===== config.mk =====
export PLATFORM = sky130hd
export DESIGN_NAME = fbsw_ctrl
export DESIGN_NICKNAME = d
export VERILOG_FILES = /design/src/hdl/fbsw_pkg.sv /design/src/hdl/fbsw_ctrl.sv
export SDC_FILE = /design/constraint.sdc
export NUM_CORES = 1
export LEC_CHECK = 0
export ABC_CLOCK_PERIOD_IN_PS = 4000
export BUFFER_PORTS_ARGS = -buffer_cell sky130_fd_sc_hd__buf_2
export CAP_MARGIN = 20
export CELL_PAD_IN_SITES_DETAIL_PLACEMENT = 1
export CELL_PAD_IN_SITES_GLOBAL_PLACEMENT = 1
export CORE_AREA = 2 2 39 41
export DETAILED_ROUTE_END_ITERATION = 8
export DIE_AREA = 0 0 41 43
export PLACE_DENSITY_LB_ADDON = 0.1
export SLEW_MARGIN = 20
export SYNTH_ARGS = -nofsm -noshare
export SYNTH_HDL_FRONTEND = slang
export SYNTH_SLANG_ARGS = --single-unit

===== constraint.sdc =====
create_clock -name aclk -period 4 [get_ports aclk]
set_input_delay 0.4 -clock aclk [delete_from_list [all_inputs] [get_ports aclk]]
set_output_delay 0.4 -clock aclk [all_outputs]
set_load 0.02 [all_outputs]

===== src/hdl/fbsw_pkg.sv =====
// Shared types, constants and pixel format helpers for the RGB565 span writer.
// No dependencies; imported by the controller, datapath and top level.
`timescale 1ns / 1ps
`default_nettype none

package fbsw_pkg;

    // Framebuffer size in 16-bit words (default)
    localparam int unsigned FB_WORDS_DEFAULT = 262144;

    // Field widths
    localparam int unsigned FUNC_W    = 2;
    localparam int unsigned COORD_W   = 10;
    localparam int unsigned COLOUR_W  = 32;
    localparam int unsigned RGB_W     = 24;
    localparam int unsigned PIX_W     = 16;
    localparam int unsigned BPL_W     = 12;
    localparam int unsigned PITCH_W   = BPL_W - 1;
    localparam int unsigned BASE_W    = COORD_W + PITCH_W;
    // y * pitch + x never exceeds 22 bits
    localparam int unsigned ADDR_SUM_W = BASE_W + 1;

    // Stream packing
    localparam int unsigned S_TDATA_W = 64;
    localparam int unsigned M_TDATA_W = 32;

    // Line pitch after reset, in pixels (1024 bytes)
    localparam logic [PITCH_W-1:0] PITCH_RESET = PITCH_W'(512);

    // Command codes
    localparam logic [FUNC_W-1:0] FUNC_PUT   = 2'd0;
    localparam logic [FUNC_W-1:0] FUNC_GET   = 2'd1;
    localparam logic [FUNC_W-1:0] FUNC_HLINE = 2'd2;

    // Colour value that inverts the stored pixels
    localparam logic [COLOUR_W-1:0] INVERT_CODE = 32'hFFFF_FFFF;

    // Controller states
    typedef enum logic [4:0] {
        ST_CLEAR  = 5'b00001,
        ST_IDLE   = 5'b00010,
        ST_PIXEL  = 5'b00100,
        ST_SECOND = 5'b01000,
        ST_FINISH = 5'b10000
    } fsm_state_t;

    // Controller to datapath commands
    typedef struct packed {
        logic clr_step;   // write one zero word of the clear pass
        logic load;       // capture an accepted command
        logic pix_issue;  // address one pixel: paint, or start a read
        logic rmw;        // second half: write inverted word / capture read
        logic x_step;     // advance to next column of the span
        logic out_load;   // move the finished result to the output register
    } dp_cmd_t;

    // Datapath to controller status
    typedef struct packed {
        logic              clr_last;
        logic [FUNC_W-1:0] func;
        logic              needs_read;
        logic              span_done;
        logic              out_free;
    } dp_stat_t;

    // 24-bit 0x00RRGGBB to RGB565
    function automatic logic [PIX_W-1:0] pack565(input logic [COLOUR_W-1:0] c);
        return {c[23:19], c[15:10], c[7:3]};
    endfunction

    // RGB565 to 0x00RRGGBB with zero-filled low bits
    function automatic logic [RGB_W-1:0] unpack565(input logic [PIX_W-1:0] p);
        return {p[15:11], 3'b000, p[10:5], 2'b00, p[4:0], 3'b000};
    endfunction

endpackage

`default_nettype wire


===== src/hdl/fbsw_ctrl.sv =====
// Sequencer for the span writer: clear pass, command decode, pixel loop.
// Depends on fbsw_pkg; drives the datapath only through dp_cmd_t.
`timescale 1ns / 1ps
`default_nettype none

module fbsw_ctrl
    import fbsw_pkg::*;
(
    input  wire logic       aclk,
    input  wire logic       aresetn,
    input  wire logic       s_tvalid,
    output logic            s_tready,
    input  wire dp_stat_t   stat,
    output dp_cmd_t         cmd,
    output fsm_state_t      state
);

    fsm_state_t state_reg, state_next;

    assign state    = state_reg;
    assign s_tready = (state_reg == ST_IDLE);

    // State register
    always_ff @(posedge aclk) begin
        if (!aresetn) begin
            state_reg <= ST_CLEAR;
        end else begin
            state_reg <= state_next;
        end
    end

    // Next state and commands
    always_comb begin
        state_next = state_reg;
        cmd        = '0;
        case (state_reg)
            ST_CLEAR: begin
                cmd.clr_step = 1'b1;
                if (stat.clr_last) begin
                    state_next = ST_IDLE;
                end
            end
            ST_IDLE: begin
                if (s_tvalid) begin
                    cmd.load   = 1'b1;
                    state_next = ST_PIXEL;
                end
            end
            ST_PIXEL: begin
                case (stat.func)
                    FUNC_PUT: begin
                        cmd.pix_issue = 1'b1;
                        state_next    = stat.needs_read ? ST_SECOND : ST_FINISH;
                    end
                    FUNC_GET: begin
                        cmd.pix_issue = 1'b1;
                        state_next    = ST_SECOND;
                    end
                    FUNC_HLINE: begin
                        if (stat.span_done) begin
                            state_next = ST_FINISH;
                        end else begin
                            cmd.pix_issue = 1'b1;
                            if (stat.needs_read) begin
                                state_next = ST_SECOND;
                            end else begin
                                cmd.x_step = 1'b1;
                            end
                        end
                    end
                    default: begin
                        state_next = ST_FINISH;
                    end
                endcase
            end
            ST_SECOND: begin
                cmd.rmw = 1'b1;
                if (stat.func == FUNC_HLINE) begin
                    cmd.x_step = 1'b1;
                    state_next = ST_PIXEL;
                end else begin
                    state_next = ST_FINISH;
                end
            end
            ST_FINISH: begin
                if (stat.out_free) begin
                    cmd.out_load = 1'b1;
                    state_next   = ST_IDLE;
                end
            end
            default: begin
                state_next = ST_CLEAR;
            end
        endcase
    end

endmodule

`default_nettype wire


==> results of run 1 <==
-- cell usage in the layout (no fill, tap or decap), types with 2 or more instances in the layout --
cell      synthesis  routed
dfxtp_1           5       5
a21oi_1           2       2
nor3_1            2       2
and3_1            2       2
nand4_1           2       2
nor2b_1           2       2
a32oi_1           2       2
nand3_1           2       2
o21ai_0           2       2
buf_2             1      20
inv_1             3       3
or3_1             2       2
nor2_1            6       6
clkbuf_4          0       3
nand3b_1          2       2
-- tightest hold or removal path: stages --
cell      delay, ps
buf_2            80
nand4b_1        100
a21oi_1          60
-- where the power goes --
part / switching (uW) / internal (uW)
logic: 22.4 / 15.7
registers: 4.38 / 52.4
clock network: 23.0 / 37.9
-- how the worst max path moves through the flow --
stage,slack [ps],end
final,2080,cmd[1]
after global routing,1890,cmd[1]
after CTS,2060,cmd[1]
after floorplan,2310,cmd[1]
after detailed placement,2360,cmd[1]
after global placement,2360,cmd[1]
-- cell type report --
type / count / area [sq um] / area share
sequential: 5 / 100.1 / 0.1896
multi-input combinational: 42 / 270.3 / 0.5118
inverter: 3 / 11.26 / 0.02133
tap: 16 / 20.02 / 0.03791
timing repair buffer: 20 / 100.1 / 0.1896
clock buffer: 4 / 26.28 / 0.04976
-- routing by layer --
layer	routed length, um	vias to the layer above
met4	25	0
met5	0	-
li1	-	238
met3	68	5
met2	563	17
met1	493	221
-- metrics by stage --
stage,instances,hold slack [ps]
floorplan,51,573.2
global placement,86,601.4
detailed placement,86,607.0
CTS,90,452.9
global route,90,464.1
finish,90,449.9
-- logic make-up (layout without fill, tap and decap cells) --
| family | after synthesis | in the layout | synth area share |
|---|---|---|---|
| XOR/XNOR | 1 | 1 | 0.02266 |
| AND/OR/NAND/NOR | 30 | 30 | 0.4790 |
| buffers and inverters | 4 | 27 | 0.04206 |
| flip-flops | 5 | 5 | 0.2589 |
| AO/OA/AOI/OAI | 11 | 11 | 0.1975 |
==> run metrics, run 1 <==
reg-to-reg endpoint=state[4]; final net count=84; end-of-flow core utilization=0.3816; input/output buffers=20; final setup vio count=0; Row Count=14; critical path arrival=about 1500 ps; Routed WL=1.150 mm; FF-to-FF setup slack=between 2000 and 2500 ps; dpl ws=2358 ps; total placed instance area=501.7 sq um; Hold Crit Class=primary input to register; hpwl dp=roughly 920 um; initial antenna violation count=0; Core Region=1384 sq um; routed vias/inst=5.344; Largest stage delay, worst path=460 ps; Hold Fails Final Rpt=0; worst-case clock buffer depth=2; drt wl/cell=12.78 um; Slowest cell on crit path=nor3_2; clk_skew=2.565 ps; clk root buf=clkbuf_4; Die Span X=41 um; CP Launch Point=state[0]; FF-to-FF Start=state[2]; layout cell share with drive strength beyond 1=0.3649; top post-synthesis cells by area=dfxtp_1 (26%), nor2_1 (5.8%), a32oi_1 (4.5%); WP depth=4; FMAX=520.1 MHz; number of global-route vias before repair=473; GR Layer Usage met3=0.03141; final slew viol count=0; most numerous cell in the Yosys netlist=nor2_1; Yosys top cell by area=dfxtp_1; initial drt markers=6; Synth Cell Area=slightly below 400 sq um; diode count=0; unrepaired setup endpoints after global routing=false; Final GP Congestion=~0.64; CTS clk-pin slew, worst paths=approximately 40 ps; CTS Hold Bufs=0; Pleak=0.0002730 uW; Starting Density=0.2794; Reg2Reg Depth=3; global-route wire length before repair=1.787 mm; mean area per synthesized cell=7.581 sq um; top cells by count, synth=nor2_1 (6), dfxtp_1 (5), inv_1 (3); total gr overflow=0; Yosys reg bits=5; Post-CTS Resized=0; Hold Path Cell Cnt=3; router iterations before antenna repair=4; H-tree Lvls=1; Power Total=155.7 uW; Rel. slew slack=0.6819; drt drc=0; Final Worst Setup Slack=2077 ps; met2 Usage GRT=0.2563; largest net degree at the start of global routing=9; critical path class=register to output port; hold endpoint=state[1]; Worst-Margin Slew=474.6 ps; Post-CTS Setup Bufs=0; Netlist cell types=30; yosys warns=0; outcome=complete, no violations; Post-synth ARST share=0; EDFF count, synth=0; CTS tree=yes; Skew-Pair Late Insertion Delay=250 ps; fill count=182; Total Neg Setup Slack=0 ps; CTS Buf Count=3; Final Instance Area=~530 sq um; Largest delay share family, worst path=simple AND/OR/NAND/NOR gates; P&R area growth vs syn=36.57%; min cycle time layout=1923 ps; ys flop type=dfxtp_1; die area=1763 sq um; worst hold start=s_tvalid; Max-Cap Viols=0; peak supply drop=96.49 uV; Mapped Cells=51; gr usage total=0.1480; die height=43 um; final worst-path cycle share=0.4806; GR peak layer=met2; CP Capture Type=output port; Cell Pwr Density=294.9 nW/um^2; DR vias=481; nature of the critical path startpoint=register; M1 GR Usage=0.1526; post-synthesis sequential area ratio=0.2589; Mapped Nets=60; CP Buf/Inv Count=1; WP data required=3600 ps; CP cell instances=nor3_2 -> nand3_1 -> a21oi_1 -> buf_2; Largest register FFs=5; Final ANT Viol Nets=0; # IOs=21; worst-path maximum fanout=8; clock sink count=5; Synth top area share=0.2589
Power figures use the tool's default switching activity.
==> run 2: changes to the inputs <==
--- a/config.mk
+++ b/config.mk
@@ -5,14 +5,14 @@
 export SDC_FILE = /design/constraint.sdc
 export NUM_CORES = 1
 export LEC_CHECK = 0
-export ABC_CLOCK_PERIOD_IN_PS = 4000
+export ABC_CLOCK_PERIOD_IN_PS = 1750
 export BUFFER_PORTS_ARGS = -buffer_cell sky130_fd_sc_hd__buf_2
 export CAP_MARGIN = 20
 export CELL_PAD_IN_SITES_DETAIL_PLACEMENT = 1
 export CELL_PAD_IN_SITES_GLOBAL_PLACEMENT = 1
-export CORE_AREA = 2 2 39 41
+export CORE_MARGIN = 1
+export CORE_UTILIZATION = 25
 export DETAILED_ROUTE_END_ITERATION = 8
-export DIE_AREA = 0 0 41 43
 export PLACE_DENSITY_LB_ADDON = 0.1
 export SLEW_MARGIN = 20
 export SYNTH_ARGS = -nofsm -noshare
==> constraint.sdc (replaced) <==
create_clock -name aclk -period 1.75 [get_ports aclk]
set_input_delay 0.175 -clock aclk [delete_from_list [all_inputs] [get_ports aclk]]
set_output_delay 0.175 -clock aclk [all_outputs]
set_load 0.02 [all_outputs]
==> run 2 against run 1 <==
Net effect: global-route usage up 2.8 points; register-to-register slack worse by 2300 ps; core utilization up 1.1 points; highest routed layer unchanged; non-clock buffer count up 1; total power up 130%.
==> run metrics, run 2 (synthesis results as in run 1) <==
number of global-route vias before repair=roughly 470; post-route insts no fill=90; CP cell instances=or3_1 -> or4_1 -> a32oi_1; Sequential cell area=100.1 sq um; clk root buf=clkbuf_4; Final ANT Viol Nets=0; Skew-Pair Late Insertion Delay=250 ps; Final GP Congestion=slightly below 0.7; final slew viol count=0; hpwl dp=890 um; total gr overflow=0; worst-path maximum fanout=7; M1 GR Usage=0.1948; drt drc=0; Rel. slew slack=0.8219; Die Span X=about 41 um; router iterations before antenna repair=3; die area=1708 sq um; min cycle time layout=1608 ps; Cell Pwr Density=roughly 680 nW/um^2; CTS tree=yes; Hold Crit Class=primary input to register; # IOs=21; CTS clk-pin slew, worst paths=50 ps; GR Layer Usage met3=0.01596; CTS Buf Count=3; final worst-path cycle share=0.9189; worst-case clock buffer depth=2; Starting Density=0.2830; layout cell share with drive strength beyond 1=0.3867; Pleak=0.0002781 uW; multi-input logic area=around 270 sq um; final setup vio count=0; most frequent cells in the layout=buf_2 (20), nor2_1 (6), dfxtp_1 (5); P&R area growth vs syn=38.83%; critical path class=register to register; fill count=186; Largest stage delay, worst path=500 ps; Largest register FFs=5; initial antenna violation count=0; critical path arrival=1770 ps; gr usage total=0.1756; Routed WL=1.192 mm; DR vias=470; FF-to-FF setup slack=140 ps; final net count=85; global-route wire length before repair=between 1.5 and 2 mm; Slowest cell on crit path=or4_1; H-tree Lvls=1; clk_skew=1.350 ps; placed cells=86; CP Capture Type=register; commonest non-fill, non-tap cell in the layout=buf_2; FMAX=621.8 MHz; input/output buffers=20; Total Neg Setup Slack=0 ps; diode count=0; Power Total=approximately 360 uW; GR peak layer=met2; unrepaired setup endpoints after global routing=false; routed vias/inst=5.222; Max-Cap Viols=0; met2 Usage GRT=0.3008; Core Region=1366 sq um; drt wl/cell=13.24 um; Row Count=13; Worst-Margin Slew=between 200 and 300 ps; WP data required=1920 ps; Hold Fails Final Rpt=0; die height=41.33 um; initial drt markers=2; peak supply drop=roughly 310 uV; nature of the critical path startpoint=register; outcome=complete, no violations; largest net degree at the start of global routing=9; clock sink count=5
[run 2: layout make-up]
cell class / instances / share of cell area
multi-input cells: 42 / 0.5082
repair buffers: 21 / 0.2005
flip-flops and latches: 5 / 0.1865
clock buffers: 4 / 0.04895
well taps: 15 / 0.03497
inverters: 3 / 0.02098
[run 2: critical path, delay by kind of cell (launching register included)]
kind,cells,cell delay [ps]
AO/OA/AOI/OAI,1,180
flip-flops,1,360
AND/OR/NAND/NOR,2,970
[run 2: final timing paths]
| path | start | end | depth (start not counted) |
|---|---|---|---|
| setup / recovery | state[3] | state[4] | 3 |
| setup reg to reg | state[3] | state[4] | 3 |
| hold / removal | stat[0] | state[4] | 3 |
| hold reg to reg | state[1] | state[1] | 2 |
[run 2: timing repair]
action,in CTS,in global routing
setup endpoints to repair,0,1
hold buffers,0,0
gates resized for setup,0,1
setup buffers,0,0
[run 2: per-layer routing]
layer,share of wire,up-vias,routed length [um]
met5,0,-,0
met2,0.45,19,541
met3,0.056,4,67
met1,0.46,208,552
met4,0.025,0,30
li1,-,239,-
[run 2: power breakdown]
part	leakage (uW)	internal [uW]	total (uW)	switching (uW)
registers	0.0000408	120	130	10.1
clock network	0.0000150	86.8	144	56.8
logic	0.000222	39.3	90.7	51.4
[run 2: through the flow]
| stage | instance area, sq um | setup WS (ps) | hold WS (ps) | utilization |
|---|---|---|---|---|
| 3_5_place_dp | 508.0 | 145.9 | 497.2 | 0.3718 |
| 2_1_floorplan | 386.6 | 185.9 | 348.2 | - |
| 5_1_grt | 536.8 | 51.30 | 238.5 | 0.3929 |
| 3_3_place_gp | 508.0 | 259.0 | 464.2 | 0.3718 |
| 4_1_cts | 534.3 | 91.95 | 233.2 | 0.3910 |
| 6_report | 536.8 | 141.9 | 233.7 | 0.3929 |
==> run 3: changes to the inputs <==
--- a/config.mk
+++ b/config.mk
@@ -11,7 +11,8 @@
 export CELL_PAD_IN_SITES_DETAIL_PLACEMENT = 1
 export CELL_PAD_IN_SITES_GLOBAL_PLACEMENT = 1
 export CORE_MARGIN = 1
-export CORE_UTILIZATION = 25
+export CORE_UTILIZATION = 27
+export CTS_BUF_LIST = sky130_fd_sc_hd__clkbuf_4
 export DETAILED_ROUTE_END_ITERATION = 8
 export PLACE_DENSITY_LB_ADDON = 0.1
 export SLEW_MARGIN = 20
==> run 3 against run 2 <==
Net effect: design area grew 0.70%; critical path depth is 2 higher; total power rose by 0.97%; count of clock-buffer cells in the layout is the same; sequential cell count is the same.
==> run metrics, run 3 (synthesis results as in run 1) <==
Final GP Congestion=~0.62; outcome=complete, no violations; Post-CTS Setup Bufs=0; diode count=0; Clock Power Share=0.398; P_int=around 260 uW; critical path arrival=around 1400 ps; final setup vio count=0; Cell Pwr Density=679.8 nW/um^2; number of global-route vias before repair=421; most frequent cells in the layout=buf_2 (20), nor2_1 (6), dfxtp_1 (5); nature of the critical path startpoint=register; commonest non-fill, non-tap cell in the layout=buf_2; Routed WL=roughly 1.1 mm; input/output buffers=20; clk root buf=clkbuf_4; CTS Hold Bufs=0; worst-case clock buffer depth=2; Slowest cell on crit path=dfxtp_1; final net count=85; global-route wire length before repair=between 1.5 and 2 mm; # IOs=21; FF-to-FF Start=state[2]; Max-Cap Viols=0; largest net degree at the start of global routing=9; router iterations before antenna repair=2; Final ANT Viol Nets=0; Flop pwr share=0.352; initial antenna violation count=0; FMAX=647.3 MHz; worst hold margin=230.8 ps; CP Capture Type=output port; Core Region=~1300 sq um; Skew-Pair Late Insertion Delay=230 ps; critical path class=register to output port; die height=approximately 40 um; die area=1587 sq um; final worst-path cycle share=0.8827; Net Sw Frac=0.2911; P&R area growth vs syn=39.81%; clk_skew=1.868 ps; Post-CTS Resized=0; Logic pwr share=0.249; min cycle time layout=1545 ps; Hold Fails Final Rpt=0; Power Total=367.4 uW; drt wl/cell=around 12 um; final slew viol count=0; Worst-Margin Slew=between 200 and 300 ps; Row Count=13; hpwl dp=903.8 um; gr usage total=0.1716; routed vias/inst=5.167; DR vias=around 470; layout cell share with drive strength beyond 1=0.4000; CP Launch Point=state[0]; total gr overflow=0; Largest register FFs=5; NetSw=107.0 uW; Hold Crit Class=primary input to register; peak supply drop=roughly 270 uV; clock sink count=5; CTS tree=yes; Total Neg Setup Slack=0 ps; WP data required=1570 ps; worst hold start=stat[0]; Largest stage delay, worst path=between 300 and 400 ps; initial drt markers=4; drt drc=0; Pleak=0.0002816 uW; Die Span X=approximately 40 um; Rel. slew slack=0.8230; worst-path maximum fanout=8; CP cell instances=nor3_2 -> buf_4 -> nand3_1 -> a21oi_1 -> buf_2; CTS clk-pin slew, worst paths=40 ps; CTS Buf Count=3; unrepaired setup endpoints after global routing=false; H-tree Lvls=1; Starting Density=0.2934
-- run 3: cell count changes in the layout (fill, tap and decap cells not counted) --
cell | previous run | this run
clkbuf_1 | 1 | 0
clkbuf_4 | 3 | 4
-- run 3: through the flow --
stage	std cells	instance area, sq um	worst slack [ps]	utilization
final	90	540.5	205.2	0.4103
after global routing	90	540.5	45.42	0.4103
after CTS	90	538.0	99.35	0.4084
after detailed placement	86	508.0	211.1	0.3856
after global placement	86	508.0	253.5	0.3856
after floorplan	51	386.6	185.9	-
-- run 3: cell type report --
type	count	area, sq um
inverters	3	11.26
multi-input cells	42	272.8
clock buffers	4	30.03
fillers	181	777.0
well taps	15	18.77
flip-flops and latches	5	100.1
repair buffers	21	107.6
-- run 3: worst max-delay path: cells and delay by family, from the launching register on --
family          cells  cell delay (ps)
simple gates        2              280
compound gates      1              140
flops               1              370
buf+inv             2              350
-- run 3: routing by layer --
layer / up-vias / routed length, um / GRT usage
met2: 13 / 534 / 0.2705
met4: 0 / 12 / 0.1034
li1: 240 / - / -
met1: 210 / 502 / 0.2102
met5: - / 0 / 0
met3: 2 / 51 / 0.03409
-- run 3: power groups by stage --
stage / Combinational [uW] / Clock, uW / Sequential [uW]
6_report: 91.7 / 146 / 129
5_1_grt: 102 / 158 / 131
4_1_cts: 92.4 / 151 / 130
3_5_place_dp: 92.0 / 0 / 132
3_3_place_gp: 92.5 / 0 / 132
2_1_floorplan: 51.2 / 0 / 136
-- run 3: path summary, 6_finish.rpt --
path / to / slack [ps] / depth (start not counted)
worst max register to register: state[4] / 210 / 3
worst min-delay path: state[4] / 230 / 3
worst max-delay path: cmd[1] / 210 / 5
worst min register to register: state[1] / 600 / 2
